--- config.mk ---
export PLATFORM = sky130hd
export DESIGN_NAME = spi_flash_command_engine_unit_flat
export DESIGN_NICKNAME = d
export VERILOG_FILES = /design/src/hdl/sfce_pkg.sv /design/src/hdl/sfce_if.sv /design/src/hdl/sfce_seq.sv /design/src/hdl/spi_flash_command_engine_unit.sv /design/src/flat_wrapper.sv
export SDC_FILE = /design/constraint.sdc
export NUM_CORES = 1
export LEC_CHECK = 0
export ABC_CLOCK_PERIOD_IN_PS = 4550
export BUFFER_PORTS_ARGS = -buffer_cell sky130_fd_sc_hd__buf_2
export CORE_MARGIN = 4
export CORE_UTILIZATION = 50
export CTS_CLUSTER_DIAMETER = 120
export DETAILED_ROUTE_END_ITERATION = 8
export HOLD_SLACK_MARGIN = 0.05
export PLACE_DENSITY_LB_ADDON = 0.15
export SYNTH_ARGS = -nofsm -noshare
export SYNTH_HDL_FRONTEND = slang
export SYNTH_SLANG_ARGS = --single-unit
--- constraint.sdc ---
create_clock -name i_clk -period 4.55 [get_ports i_clk]
set_input_delay 0.6825 -clock i_clk [delete_from_list [all_inputs] [get_ports i_clk]]
set_output_delay 0.6825 -clock i_clk [all_outputs]
set_load 0.02 [all_outputs]
--- src/hdl/sfce_pkg.sv ---
// Package for the SPI flash command engine: state codes, opcodes, word types.
// No dependencies.
package sfce_pkg;

    localparam logic [4:0] ST_IDLE     = 5'd0;
    localparam logic [4:0] ST_STAT_CMD = 5'd1;
    localparam logic [4:0] ST_STAT_RX  = 5'd2;
    localparam logic [4:0] ST_RDY_CMD  = 5'd3;
    localparam logic [4:0] ST_RDY_RX   = 5'd4;
    localparam logic [4:0] ST_GAP1     = 5'd5;
    localparam logic [4:0] ST_RD_CMD   = 5'd6;
    localparam logic [4:0] ST_A2       = 5'd7;
    localparam logic [4:0] ST_A1       = 5'd8;
    localparam logic [4:0] ST_A0       = 5'd9;
    localparam logic [4:0] ST_RD_RX    = 5'd10;
    localparam logic [4:0] ST_WREN     = 5'd11;
    localparam logic [4:0] ST_GAP2     = 5'd12;
    localparam logic [4:0] ST_ER_CMD   = 5'd13;
    localparam logic [4:0] ST_GAP3     = 5'd14;
    localparam logic [4:0] ST_POLL_CMD = 5'd15;
    localparam logic [4:0] ST_POLL_RX  = 5'd16;
    localparam logic [4:0] ST_RES_CMD  = 5'd17;
    localparam logic [4:0] ST_GAP4     = 5'd18;

    localparam logic [2:0] OP_STATUS = 3'd0;
    localparam logic [2:0] OP_READ   = 3'd1;
    localparam logic [2:0] OP_RUN    = 3'd2;
    localparam logic [2:0] OP_ERASE  = 3'd3;
    localparam logic [2:0] OP_RESUME = 3'd4;
    localparam logic [2:0] OP_CRC    = 3'd5;

    localparam logic [7:0] CMD_RDSR  = 8'h05;
    localparam logic [7:0] CMD_READ  = 8'h03;
    localparam logic [7:0] CMD_WREN  = 8'h06;
    localparam logic [7:0] CMD_ER4K  = 8'h20;
    localparam logic [7:0] CMD_ER32K = 8'h52;
    localparam logic [7:0] CMD_ER64K = 8'hD8;
    localparam logic [7:0] CMD_RES   = 8'hAB;

    typedef struct packed {
        logic        kind;
        logic [2:0]  op;
        logic [23:0] address;
        logic [19:0] byte_count;
        logic [23:0] end_address;
        logic [1:0]  erase_size;
        logic        wait_done;
        logic        miso;
    } t_in_word;

    typedef struct packed {
        logic        cs_n;
        logic        sck_pulse;
        logic        mosi;
        logic        busy_res;
        logic        done_res;
        logic        ok;
        logic        data_valid;
        logic [7:0]  data;
        logic [15:0] crc;
    } t_out_word;

    function automatic logic [15:0] crc_byte(input logic [15:0] c_in, input logic [7:0] b);
        logic [15:0] c;
        c = {c_in[7:0], c_in[15:8]};
        c = c ^ {8'd0, b};
        c = c ^ {12'd0, c[7:4]};
        c = c ^ {c[3:0], 12'd0};
        c = c ^ {3'd0, c[7:0], 5'd0};
        return c;
    endfunction

endpackage

--- src/hdl/sfce_if.sv ---
// Valid/ready channel carrying one word of type T.
// No dependencies; the word type is the parameter T.
interface sfce_if #(parameter type T = logic);
    logic valid;
    logic ready;
    T     payload;
    modport source (output valid, output payload, input ready);
    modport sink   (input valid, input payload, output ready);
endinterface

--- src/hdl/sfce_seq.sv ---
// Command sequencer: state registers and next-word logic for one input word.
// Depends on sfce_pkg.
module sfce_seq #(
    parameter int FLASH_BYTES = 524288
) (
    input  logic                i_clk,
    input  logic                i_rst_n,
    input  logic                i_step,
    input  sfce_pkg::t_in_word  i_word,
    output sfce_pkg::t_out_word o_word
);
    import sfce_pkg::*;

    localparam logic [24:0] LIMIT = 25'(FLASH_BYTES);

    logic [4:0]  r_state, n_state;
    logic [7:0]  r_shift, n_shift;
    logic [2:0]  r_bit, n_bit;
    logic [23:0] r_addr, n_addr;
    logic [23:0] r_stop, n_stop;
    logic [19:0] r_left, n_left;
    logic [15:0] r_crc, n_crc;
    logic [2:0]  r_op, n_op;
    logic [7:0]  r_eop, n_eop;
    logic        r_poll, n_poll;

    logic        gap, rx;
    logic [7:0]  tx;
    logic [7:0]  b;
    logic [23:0] addr_inc;
    logic [19:0] left_dec;
    logic [15:0] crc_next;
    t_out_word   w;

    always_comb begin
        gap = (r_state == ST_GAP1) || (r_state == ST_GAP2) ||
              (r_state == ST_GAP3) || (r_state == ST_GAP4);
        rx  = (r_state == ST_STAT_RX) || (r_state == ST_RDY_RX) ||
              (r_state == ST_RD_RX) || (r_state == ST_POLL_RX);
        case (r_state)
            ST_STAT_CMD, ST_RDY_CMD, ST_POLL_CMD: tx = CMD_RDSR;
            ST_RD_CMD:  tx = CMD_READ;
            ST_A2:      tx = r_addr[23:16];
            ST_A1:      tx = r_addr[15:8];
            ST_A0:      tx = r_addr[7:0];
            ST_WREN:    tx = CMD_WREN;
            ST_ER_CMD:  tx = r_eop;
            ST_RES_CMD: tx = CMD_RES;
            default:    tx = 8'd0;
        endcase
        b        = {r_shift[6:0], i_word.miso};
        addr_inc = r_addr + 24'd1;
        left_dec = r_left - 20'd1;
        crc_next = crc_byte(r_crc, b);
    end

    always_comb begin
        n_state = r_state; n_shift = r_shift; n_bit = r_bit; n_addr = r_addr;
        n_stop = r_stop; n_left = r_left; n_crc = r_crc; n_op = r_op;
        n_eop = r_eop; n_poll = r_poll;
        w = '0;
        w.cs_n = 1'b1;
        if (!i_word.kind) begin
            if (r_state == ST_IDLE) begin
                n_op   = i_word.op;
                n_addr = i_word.address;
                n_bit  = 3'd0;
                case (i_word.op)
                    OP_STATUS: n_state = ST_STAT_CMD;
                    OP_READ:   n_state = ST_RDY_CMD;
                    OP_RUN: begin
                        if ({1'b0, i_word.address} > LIMIT) begin
                            w.done_res = 1'b1;
                        end else begin
                            n_left  = i_word.byte_count;
                            n_state = ST_RDY_CMD;
                        end
                    end
                    OP_ERASE: begin
                        case (i_word.erase_size)
                            2'd0: n_eop = CMD_ER4K;
                            2'd1: n_eop = CMD_ER32K;
                            default: n_eop = CMD_ER64K;
                        endcase
                        if (i_word.erase_size == 2'd3) begin
                            w.done_res = 1'b1;
                        end else begin
                            n_poll  = i_word.wait_done;
                            n_state = ST_RDY_CMD;
                        end
                    end
                    OP_RESUME: n_state = ST_RES_CMD;
                    OP_CRC: begin
                        n_stop = i_word.end_address;
                        n_crc  = 16'd0;
                        if (i_word.address >= i_word.end_address) begin
                            w.done_res = 1'b1;
                            w.ok       = 1'b1;
                        end else begin
                            n_state = ST_RDY_CMD;
                        end
                    end
                    default: w.done_res = 1'b1;
                endcase
                if (i_word.op == OP_ERASE && i_word.erase_size == 2'd3) n_eop = r_eop;
                w.cs_n = (n_state == ST_IDLE);
            end else begin
                w.cs_n = gap;
            end
        end else if (r_state == ST_IDLE) begin
            w.cs_n = 1'b1;
        end else if (gap) begin
            n_bit = 3'd0;
            case (r_state)
                ST_GAP1: n_state = (r_op == OP_ERASE) ? ST_WREN : ST_RD_CMD;
                ST_GAP2: n_state = ST_ER_CMD;
                ST_GAP3: n_state = ST_POLL_CMD;
                default: n_state = ST_RDY_CMD;
            endcase
        end else begin
            w.cs_n      = 1'b0;
            w.sck_pulse = 1'b1;
            if (rx) n_shift = b;
            else    w.mosi = tx[3'd7 - r_bit];
            n_bit = r_bit + 3'd1;
            if (r_bit == 3'd7) begin
                case (r_state)
                    ST_STAT_CMD: n_state = ST_STAT_RX;
                    ST_STAT_RX: begin
                        w.data_valid = 1'b1; w.data = b;
                        n_state = ST_IDLE; w.done_res = 1'b1; w.ok = 1'b1;
                    end
                    ST_RDY_CMD: n_state = ST_RDY_RX;
                    ST_RDY_RX: begin
                        if (b[0]) begin
                            n_state = ST_IDLE; w.done_res = 1'b1;
                        end else begin
                            n_state = ST_GAP1;
                        end
                    end
                    ST_RD_CMD, ST_ER_CMD: n_state = ST_A2;
                    ST_A2: n_state = ST_A1;
                    ST_A1: n_state = ST_A0;
                    ST_A0: begin
                        if (r_op == OP_ERASE) begin
                            if (r_poll) n_state = ST_GAP3;
                            else begin
                                n_state = ST_IDLE; w.done_res = 1'b1; w.ok = 1'b1;
                            end
                        end else if (r_op == OP_RUN && r_left == 20'd0) begin
                            n_state = ST_IDLE; w.done_res = 1'b1; w.ok = 1'b1;
                        end else begin
                            n_state = ST_RD_RX;
                        end
                    end
                    ST_RD_RX: begin
                        if (r_op == OP_READ) begin
                            w.data_valid = 1'b1; w.data = b;
                            n_state = ST_IDLE; w.done_res = 1'b1; w.ok = 1'b1;
                        end else if (r_op == OP_RUN) begin
                            w.data_valid = 1'b1; w.data = b;
                            n_left = left_dec;
                            if (left_dec == 20'd0) begin
                                n_state = ST_IDLE; w.done_res = 1'b1; w.ok = 1'b1;
                            end
                        end else if (r_op == OP_CRC) begin
                            n_crc  = crc_next;
                            n_addr = addr_inc;
                            if (addr_inc >= r_stop) begin
                                n_state = ST_IDLE; w.done_res = 1'b1; w.ok = 1'b1;
                                w.crc = crc_next;
                            end else begin
                                n_state = ST_GAP4;
                            end
                        end else begin
                            n_state = ST_IDLE; w.done_res = 1'b1;
                        end
                    end
                    ST_WREN: n_state = ST_GAP2;
                    ST_POLL_CMD: n_state = ST_POLL_RX;
                    ST_POLL_RX: begin
                        if (!b[0]) begin
                            n_state = ST_IDLE; w.done_res = 1'b1; w.ok = 1'b1;
                        end
                    end
                    ST_RES_CMD: begin
                        n_state = ST_IDLE; w.done_res = 1'b1; w.ok = 1'b1;
                    end
                    default: begin
                        n_state = ST_IDLE; w.done_res = 1'b1;
                    end
                endcase
            end
        end
        if (!i_word.kind && r_state == ST_IDLE && w.done_res && i_word.op == OP_CRC &&
            w.ok) begin
            w.crc = 16'd0;
        end
        w.busy_res = (n_state != ST_IDLE);
        o_word = w;
    end

    always_ff @(posedge i_clk) begin
        if (!i_rst_n) begin
            r_state <= ST_IDLE; r_shift <= '0; r_bit <= '0; r_addr <= '0;
            r_stop <= '0; r_left <= '0; r_crc <= '0; r_op <= '0;
            r_eop <= '0; r_poll <= 1'b0;
        end else if (i_step) begin
            r_state <= n_state; r_shift <= n_shift; r_bit <= n_bit; r_addr <= n_addr;
            r_stop <= n_stop; r_left <= n_left; r_crc <= n_crc; r_op <= n_op;
            r_eop <= n_eop; r_poll <= n_poll;
        end
    end
endmodule

--- src/hdl/spi_flash_command_engine_unit.sv ---
// Top level of the SPI flash command engine: input register, sequencer, result register.
// Depends on sfce_pkg, sfce_if and sfce_seq.
// Each result word is the sequencer output for the held input word, registered on a step.
// Throughput: one word per cycle; the input and result registers keep the
// sequencer stepping while the result side has space.
// Reset: synchronous active-low i_rst_n; sequencer idle, both registers empty.
module spi_flash_command_engine_unit #(
    parameter int FLASH_BYTES = 524288
) (
    input logic  i_clk,
    input logic  i_rst_n,
    sfce_if.sink   i_in,
    sfce_if.source o_out
);
    import sfce_pkg::*;

    logic      r_in_vld;
    t_in_word  r_in;
    logic      r_out_vld;
    t_out_word r_out;
    t_out_word seq_word;
    logic      step;

    assign step       = r_in_vld && (!r_out_vld || o_out.ready);
    assign i_in.ready = !r_in_vld || step;
    assign o_out.valid   = r_out_vld;
    assign o_out.payload = r_out;

    sfce_seq #(.FLASH_BYTES(FLASH_BYTES)) u_seq (
        .i_clk  (i_clk),
        .i_rst_n(i_rst_n),
        .i_step (step),
        .i_word (r_in),
        .o_word (seq_word)
    );

    always_ff @(posedge i_clk) begin
        if (!i_rst_n) begin
            r_in_vld  <= 1'b0;
            r_out_vld <= 1'b0;
        end else begin
            if (i_in.ready) r_in_vld <= i_in.valid;
            if (step) r_out_vld <= 1'b1;
            else if (o_out.ready) r_out_vld <= 1'b0;
        end
    end

    always_ff @(posedge i_clk) begin
        if (i_in.ready && i_in.valid) r_in <= i_in.payload;
        if (step) r_out <= seq_word;
    end
endmodule

--- src/flat_wrapper.sv ---
// flat-port wrapper written by rule: the top's interface ports become plain ports
module spi_flash_command_engine_unit_flat import sfce_pkg::*;
#(
    parameter int FLASH_BYTES = 524288
)
  (i_clk, i_rst_n, i_in_valid, i_in_payload, i_in_ready, o_out_valid, o_out_payload, o_out_ready);
  sfce_if #(.T(t_in_word)) i_in_i ();
  sfce_if #(.T(t_out_word)) o_out_i ();
  input logic i_clk;
  input logic i_rst_n;
  input wire logic [$bits(i_in_i.valid)-1:0] i_in_valid;
  input wire logic [$bits(i_in_i.payload)-1:0] i_in_payload;
  output wire logic [$bits(i_in_i.ready)-1:0] i_in_ready;
  output wire logic [$bits(o_out_i.valid)-1:0] o_out_valid;
  output wire logic [$bits(o_out_i.payload)-1:0] o_out_payload;
  input wire logic [$bits(o_out_i.ready)-1:0] o_out_ready;
  assign i_in_i.valid = i_in_valid;
  assign i_in_i.payload = i_in_payload;
  assign i_in_ready = i_in_i.ready;
  assign o_out_valid = o_out_i.valid;
  assign o_out_payload = o_out_i.payload;
  assign o_out_i.ready = o_out_ready;
  spi_flash_command_engine_unit #(.FLASH_BYTES(FLASH_BYTES)) u_core (.i_clk(i_clk), .i_rst_n(i_rst_n), .i_in(i_in_i), .o_out(o_out_i));
endmodule
* Word level (Yosys, flattened, before mapping)
Index checks and enable logic that the tools add are counted.
Storage, ports and cells: input bits 80, flip-flop bits (word level) 220
Cells by class: multiplexer cells 102, reductions and logical operators 52, bitwise operators 13, eq/ne operators 35, add/sub/neg operators 4, magnitude comparators 4
Operators with widths (number):
- 16-bit 2-to-1 mux | 15
- 24-bit 2-to-1 mux | 9
- 20-bit 2-to-1 mux | 10
- 5-bit 2-to-1 mux | 17
- 27-bit 2-to-1 mux | 3
- 8-bit one-hot mux with 8 select lines | 1
- 5-bit one-hot mux with 11 select lines | 1
- 24-bit greater-or-equal comparator | 2
- 5-bit by 4-bit == test with 1-bit output, second input constant | 8
- 20-bit zero test | 2
- 5-bit one-hot mux with 6 select lines | 1
- 2-bit 2-to-1 mux | 14
- 24-bit by 1-bit adder with 24-bit output, second input constant | 1
- 24-bit by 20-bit greater-than comparator with 1-bit output, second input constant | 1
- 5-bit by 3-bit == test with 1-bit output, second input constant | 4
- 10-bit AND reduction | 2
- 20-bit by 1-bit subtractor with 20-bit output, second input constant | 1
- 3-bit 2-to-1 mux | 6
- 9-bit one-hot mux with 2 select lines | 1
- 8-bit one-hot mux with 2 select lines | 1
- 2-bit nonzero test | 8
- 16-bit by 13-bit XOR with 16-bit output | 1
- 16-bit XOR | 1
- 16-bit by 4-bit XOR with 16-bit output | 1
- other kinds (39) | 99

* Depth between registers and ports, before layout
depth after elaboration 19, gate-level depth with buffers 17, gate-level depth less buffers 15

* By module
A second synthesis with hierarchy kept.
Second synthesis, totals: cell total of the unflattened synthesis 1282, area, all modules 11786.3 um^2
Modules (own cells, without submodules):
- sfce_seq | cells an instance 1166, times used 1, area each 8469.4 um^2, seq. area each 2142.1 um^2
- spi_flash_command_engine_unit | cells an instance 116, times used 1, area each 3316.9 um^2, seq. area each 3253.1 um^2

* Least setup slack after synthesis
OpenSTA, ideal clock, no wires.
path kind flip-flop to flip-flop, from register u_core.u_seq.r_addr[5], to register u_core.r_out (netlist bit u_core.o_out.payload[10]), data pin, data arrival time 3.620 ns, slack 0.664 ns, period minus slack after synthesis 3.886 ns, stages on the path, launching flop included 18, cell sequence dfxtp_1 > clkbuf_1 > nand2_1 > nor4_2 > nand3_1 > or2_2 > clkbuf_1 > nor2_1 > xor2_1 > ha_1 > nand4_1 > nor4_1 > a221oi_1 > o41ai_1 > nor3_1 > nand4bb_1 > clkbuf_1 > nor2_1
Between the ends: cells in the longest elaborated chain, start to end 19, elaborated cells on any way between the ends 22, classes of those cells add/sub: 1; order compare: 1; mux: 15; bitwise: 1; reduce/logical: 4
RTL lines:
- start, declared | line sfce_seq.sv:19 | logic [23:0] r_addr, n_addr;
- start signal, assigned | line sfce_seq.sv:209 | r_state <= n_state; r_shift <= n_shift; r_bit <= n_bit; r_addr <= n_addr;
- 24-bit by 1-bit adder with 24-bit output (*) | line sfce_seq.sv:52 | addr_inc = r_addr + 24'd1;
- 24-bit greater-or-equal comparator (*) | line sfce_seq.sv:169 | if (addr_inc >= r_stop) begin
- 2-bit 2-to-1 mux | line sfce_seq.sv:169
- 2-bit 2-to-1 mux | line sfce_seq.sv:126 | if (r_bit == 3'd7) begin
- 2-bit 2-to-1 mux | line sfce_seq.sv:112 | end else if (gap) begin
- 2-bit 2-to-1 mux | line sfce_seq.sv:110 | end else if (r_state == ST_IDLE) begin
- 2-bit 2-to-1 mux | line sfce_seq.sv:63 | if (!i_word.kind) begin
- 1-bit 2-to-1 mux | line sfce_seq.sv:166 | end else if (r_op == OP_CRC) begin
- 2-bit 2-to-1 mux | line sfce_seq.sv:160 | end else if (r_op == OP_RUN) begin
- 11-bit 2-to-1 mux | line sfce_seq.sv:157 | if (r_op == OP_READ) begin
- 1-bit one-hot mux with 5 select lines | line sfce_seq.sv:127 | case (r_state)
- 27-bit 2-to-1 mux | line sfce_seq.sv:126
- 27-bit 2-to-1 mux | line sfce_seq.sv:112
- 27-bit 2-to-1 mux | line sfce_seq.sv:110
- 2-bit 2-to-1 mux | line sfce_seq.sv:63
- 1-bit logical AND (3 in a row) | line sfce_seq.sv:195 | if (!i_word.kind && r_state == ST_IDLE && w.done_res && i_word.op == OP_CRC &&
- 10-bit OR reduction (no source line) (*)
- end signal, assigned | line spi_flash_command_engine_unit.sv:50 | if (step) r_out <= seq_word;
- end, declared | line spi_flash_command_engine_unit.sv:20 | t_out_word r_out;
Mark *: on every way between the ends. The rest lies on a longest branch, timed or not. The select of a mux whose other input is x is not followed. A chain may end at the register's enable or synchronous reset.

==> results.txt <==
Measured against its own limit, the worst slew margin works out to 0.292. The flip-flop and latch area came out at 5400 µm². Counting stages on the worst path, the most repeated cell is sky130_fd_sc_hd__nand4_1. Setup repair after global routing left no endpoint under its margin. Walking the worst path, the cells encountered are ha_1, nand3_1, or4_4, nor2_1, nand4_1, xnor2_1, ha_1, nand4_1, nor4_2, nand3_1, a31oi_1, nor4_1, buf_4, and2_1, o31ai_2, nand4_1. The total grt overflow is 0.

For the pin with the worst max-slew slack, the measured transition is 1.05 ns. In this run the critical register-to-register path is launched from u_core.u_seq.r_addr[1]$_SDFFE_PN0P_. The largest driver fanout on the critical path came out at 6. The number of fillers in the final layout came out at 2094.

CTS placed an instance of sky130_fd_sc_hd__clkbuf_16 at the clock tree root. The remaining routing DRC violations is 0. Summed over all cells, the static leakage comes to 4.96 nW.

The minimum clock period came out at 4.18 ns. The die covers 25900 µm². The maximum level of the CTS H-tree came out at 1. The final route contains slightly below 10000 vias. Routability-driven placement finished with a final weighted congestion of 0.963. TritonCTS built the clock tree.

The share of post-route cells with drive strength above 1 is 0.156. The antenna cell count is 0. The pin count of the biggest net entering global routing came out at 68.

In the finished design, the share of the clock period the worst path needs comes to 0.919. Between clock sinks in the finished design, the worst skew comes to around 0.0086 ns. The delay of the slowest critical-path stage came out at 0.63 ns.

The global-route usage over all layers came out at 0.228. The number of clock buffers inserted by TritonCTS is 24. The maximum buffer depth of the clock tree came out at 3.

The final count of hold timing violations is 0. Among all flip-flop cells after synthesis, the most frequent one is sky130_fd_sc_hd__dfxtp_1. The first TritonRoute pass finished after 5 iterations.

The worst-case IR drop observed on VDD is 0.349 mV. STA classifies the critical path endpoint as a flip-flop. The register-to-register setup slack is between 0.3 and 0.4 ns. The initial antenna violation count was 0. The insertion delay of the later-clocked pin in the worst-skew pair came out at 0.52 ns.

The synthesized netlist contains 88 unique library cells. The area added between synthesis and finish is 13.8%. The power per cell area is roughly 350 nW/µm². The yosys synthesis warning count is 0. The buffers inserted during post-CTS setup optimization came out at 0. In the synthesized netlist the async set-or-reset flop fraction comes to 0. Among all stages on the critical path, the largest delay is contributed by sky130_fd_sc_hd__or4_4. In this run the core area contains 55 standard-cell rows. In this run the count of I/O pins placed on the die edge is 113. The total area inside the core boundary comes to 22800 µm². The area share of the leading cell type in the synthesized netlist is 0.275.

The count of buffering cells on the critical path with inverters included came out at 1. The starting density of the core is 0.512. Across the run, the number of max-cap violations was 0. The proportion of synthesized chip area in sequential cells came out at 0.461. The clock drives 216 sinks.

The flip-flop and latch count after synthesis is roughly 220. The detailed-placement wirelength estimate came out at 21300 µm. The number of global-route vias before repair came to 9181. The wire length of the first global-routing pass came out at 48600 µm. The net total in the final layout is 1501. The floorplan step set the die height to 161 µm. The maximum achievable frequency came out at 239 MHz.

Summed over all failing endpoints, the final setup total negative slack is 0 ns. The required time of the critical path is 4.81 ns. STA classifies the critical path startpoint as a flip-flop. The setup violation total in the final timing report came out at 0. The startpoint identified for the worst hold timing path is i_in_payload[68]. The number of nets handed over by synthesis was 1418.

The number of port buffers came out at 112. The path with the worst hold slack has its endpoint at u_core.r_in[68]$_DFFE_PP_. After the first detailed-routing iteration, the DRC count stood at 626. The cell family contributing the most delay on the critical path is simple AND/OR/NAND/NOR gates. Dividing the detail-routed wire length by the instance count gives 17.6 µm. The chip width is 161 µm.

The endpoint arrival time on the critical path came out at 4.44 ns. The reg-to-reg critical path endpoint is u_core.o_out.payload[27]$_DFFE_PP_. The post-detailed-route count of antenna-violating nets is 0.

The hold-fix buffer count after cts came out at 0. The worst hold path belongs to the class primary input to flip-flop. Clock-pin slew was measured on the worst setup and hold paths at 0.06 ns. For this run, the share of the core covered by cells in the final layout is 0.583. The post-detailed-routing wire length came out at 29900 µm.

Summing all multi-input logic gate instances after layout gives 5760 µm². By startpoint and endpoint, the worst setup path is classified as flip-flop to flip-flop. The flow ran to the end, and the final reports show no timing, DRC or antenna violations. The top cell type by total area after synthesis is sky130_fd_sc_hd__edfxtp_1. The final-report max-slew violation count came out at 0.

The netlist area before placement is 11700 µm². The synthesized area per cell is approximately 9 µm². The via density per instance came out at 5.69. The cell count after synthesis is 1281. By area the synthesized netlist is led by sky130_fd_sc_hd__edfxtp_1, sky130_fd_sc_hd__dfxtp_1, sky130_fd_sc_hd__ha_1, sky130_fd_sc_hd__nand2_1, sky130_fd_sc_hd__a21oi_1. The cell depth of the worst hold path came out at 1. The synthesized design contains ~110 enable-type register cells.

The worst register-to-register path has a depth of 16.
==> state kept, by name (all words and copies together), names as in the netlist, 3 cells and up <==
| signal | flops |
|---|---|
| u_core.r_in | 76 |
| u_core.o_out.payload | 31 |
| u_core.u_seq.r_addr | 24 |
| u_core.u_seq.r_stop | 24 |
| u_core.u_seq.r_left | 20 |
| u_core.u_seq.r_crc | 16 |
| u_core.u_seq.r_shift | 7 |
| u_core.u_seq.r_state | 5 |
| u_core.u_seq.r_eop | 4 |
| u_core.u_seq.r_bit | 3 |
| u_core.u_seq.r_op | 3 |
==> layout make-up <==
type | instances | area share
inverter | 61 | 0.0172
sequential | 216 | 0.405
multi-input combinational | 924 | 0.432
clock inverter | 13 | 0.00939
timing repair buffer | 137 | 0.0562
clock buffer | 30 | 0.0506
tap | 313 | 0.0294
==> report_power, final <==
| part | total [W] | switching, W | internal, W | leakage [nW] |
|---|---|---|---|---|
| Combinational | 0.000515 | 0.000324 | 0.000191 | 2.66 |
| Sequential | 0.00218 | 0.0000621 | 0.00212 | 1.92 |
| Clock | 0.00194 | 0.000781 | 0.00116 | 0.380 |
| Total | 0.00464 | 0.00117 | 0.00347 | 4.96 |
==> worst max-delay path by stage <==
stage,slack [ns],startpoint,to,cells past startpoint
2_1_floorplan,0.66,u_core.u_seq.r_addr[5]$_SDFFE_PN0P_,u_core.o_out.payload[10]$_SDFFCE_PP0P_,17
3_3_place_gp,0.37,u_core.u_seq.r_addr[1]$_SDFFE_PN0P_,u_core.o_out.payload[27]$_DFFE_PP_,16
3_5_place_dp,0.23,u_core.u_seq.r_addr[1]$_SDFFE_PN0P_,u_core.o_out.payload[27]$_DFFE_PP_,16
4_1_cts,0.20,u_core.u_seq.r_addr[1]$_SDFFE_PN0P_,u_core.o_out.payload[27]$_DFFE_PP_,16
5_1_grt,0.009,u_core.u_seq.r_addr[2]$_SDFFE_PN0P_,u_core.o_out.payload[27]$_DFFE_PP_,16
6_report,0.37,u_core.u_seq.r_addr[1]$_SDFFE_PN0P_,u_core.o_out.payload[27]$_DFFE_PP_,16
==> worst register-to-register path, stage by stage, from the launching register on <==
cell and delay (ns):
sky130_fd_sc_hd__dfxtp_1 0.40, sky130_fd_sc_hd__ha_1 0.28, sky130_fd_sc_hd__nand3_1 0.17, sky130_fd_sc_hd__or4_4 0.63, sky130_fd_sc_hd__nor2_1 0.19, sky130_fd_sc_hd__nand4_1 0.15
sky130_fd_sc_hd__xnor2_1 0.18, sky130_fd_sc_hd__ha_1 0.30, sky130_fd_sc_hd__nand4_1 0.16, sky130_fd_sc_hd__nor4_2 0.35, sky130_fd_sc_hd__nand3_1 0.12, sky130_fd_sc_hd__a31oi_1 0.21
sky130_fd_sc_hd__nor4_1 0.12, sky130_fd_sc_hd__buf_4 0.18, sky130_fd_sc_hd__and2_1 0.17, sky130_fd_sc_hd__o31ai_2 0.21, sky130_fd_sc_hd__nand4_1 0.11
==> stage by stage <==
step / worst slack, ns / hold WS (ns) / power, W / instances / area, µm²
floorplan: 0.664 / 0.436 / 0.00256 / 1281 / 11700
global placement: 0.370 / 0.444 / 0.00272 / 1651 / 12500
detailed placement: 0.233 / 0.448 / 0.00273 / 1651 / 12500
CTS: 0.203 / 0.312 / 0.00468 / 1694 / 13300
global route: 0.00934 / 0.314 / 0.00483 / 1694 / 13300
finish: 0.368 / 0.335 / 0.00464 / 1694 / 13300
==> per-layer routing <==
layer | GRT usage | wire length [µm]
met5 | 0 | 0
met2 | 0.376 | 14000
met4 | 0.0845 | 1090
met1 | 0.311 | 13300
met3 | 0.0270 | 1540
==> synth_stat cells (4+ instances only) <==
cell                        instances
sky130_fd_sc_hd__xor2_1            18
sky130_fd_sc_hd__o21a_1             9
sky130_fd_sc_hd__or2_2              9
sky130_fd_sc_hd__or4_1              4
sky130_fd_sc_hd__and3_1            10
sky130_fd_sc_hd__nor3_1            22
sky130_fd_sc_hd__nor2_1           125
sky130_fd_sc_hd__clkbuf_1          62
sky130_fd_sc_hd__nand3_1           37
sky130_fd_sc_hd__a31oi_1            9
sky130_fd_sc_hd__o2bb2ai_1          6
sky130_fd_sc_hd__nand2_1          165
sky130_fd_sc_hd__buf_1              4
sky130_fd_sc_hd__and2_1            15
sky130_fd_sc_hd__a22oi_1            9
sky130_fd_sc_hd__o21ai_0           55
sky130_fd_sc_hd__inv_1             59
sky130_fd_sc_hd__nor3b_1            6
sky130_fd_sc_hd__o221ai_1           4
sky130_fd_sc_hd__a211oi_1          16
sky130_fd_sc_hd__mux2i_1           19
sky130_fd_sc_hd__a21oi_1          120
sky130_fd_sc_hd__nand2b_1           8
sky130_fd_sc_hd__or3_1              9
sky130_fd_sc_hd__a21o_1             9
sky130_fd_sc_hd__buf_2              7
sky130_fd_sc_hd__o22ai_1            7
sky130_fd_sc_hd__nor2b_1           16
sky130_fd_sc_hd__dfxtp_1          109
sky130_fd_sc_hd__edfxtp_1         107
sky130_fd_sc_hd__nand3b_1           7
sky130_fd_sc_hd__nor4_1            10
sky130_fd_sc_hd__o211ai_1          15
sky130_fd_sc_hd__ha_1              57
sky130_fd_sc_hd__nand4_1           24
sky130_fd_sc_hd__a221oi_1           5
sky130_fd_sc_hd__xnor2_1           33
==> cells by family after synthesis <==
| group | Yosys count | synth area share |
|---|---|---|
| simple gates | 486 | 0.201 |
| compound gates | 310 | 0.172 |
| flops | 216 | 0.461 |
| buf+inv | 141 | 0.0492 |
| fa+ha+maj | 57 | 0.0609 |
| xor+xnor | 51 | 0.0382 |
| mux | 20 | 0.0172 |
==> cells in the final DEF, fill, tap and decap left out, drive strengths merged, types with 7 or more instances in the layout <==
| cell type | instances |
|---|---|
| a211oi | 18 |
| a21o | 9 |
| a21oi | 121 |
| a22oi | 9 |
| a31oi | 9 |
| and2 | 15 |
| and3 | 10 |
| buf | 137 |
| clkbuf | 30 |
| clkinv | 7 |
| dfxtp | 109 |
| edfxtp | 107 |
| ha | 57 |
| inv | 60 |
| mux2i | 19 |
| nand2 | 165 |
| nand2b | 8 |
| nand3 | 37 |
| nand3b | 7 |
| nand4 | 25 |
| nor2 | 125 |
| nor2b | 16 |
| nor3 | 23 |
| nor4 | 14 |
| o211ai | 15 |
| o21a | 9 |
| o21ai | 56 |
| o22ai | 7 |
| or2 | 9 |
| or3 | 9 |
| xnor2 | 33 |
| xor2 | 18 |
==> repair_timing <==
item | in CTS | in global routing
endpoints found under the hold margin | 0 | 0
gates resized for setup | 0 | 3
endpoints found under the setup margin | 0 | 19
Note: power is estimated with default switching activity, not from simulation.
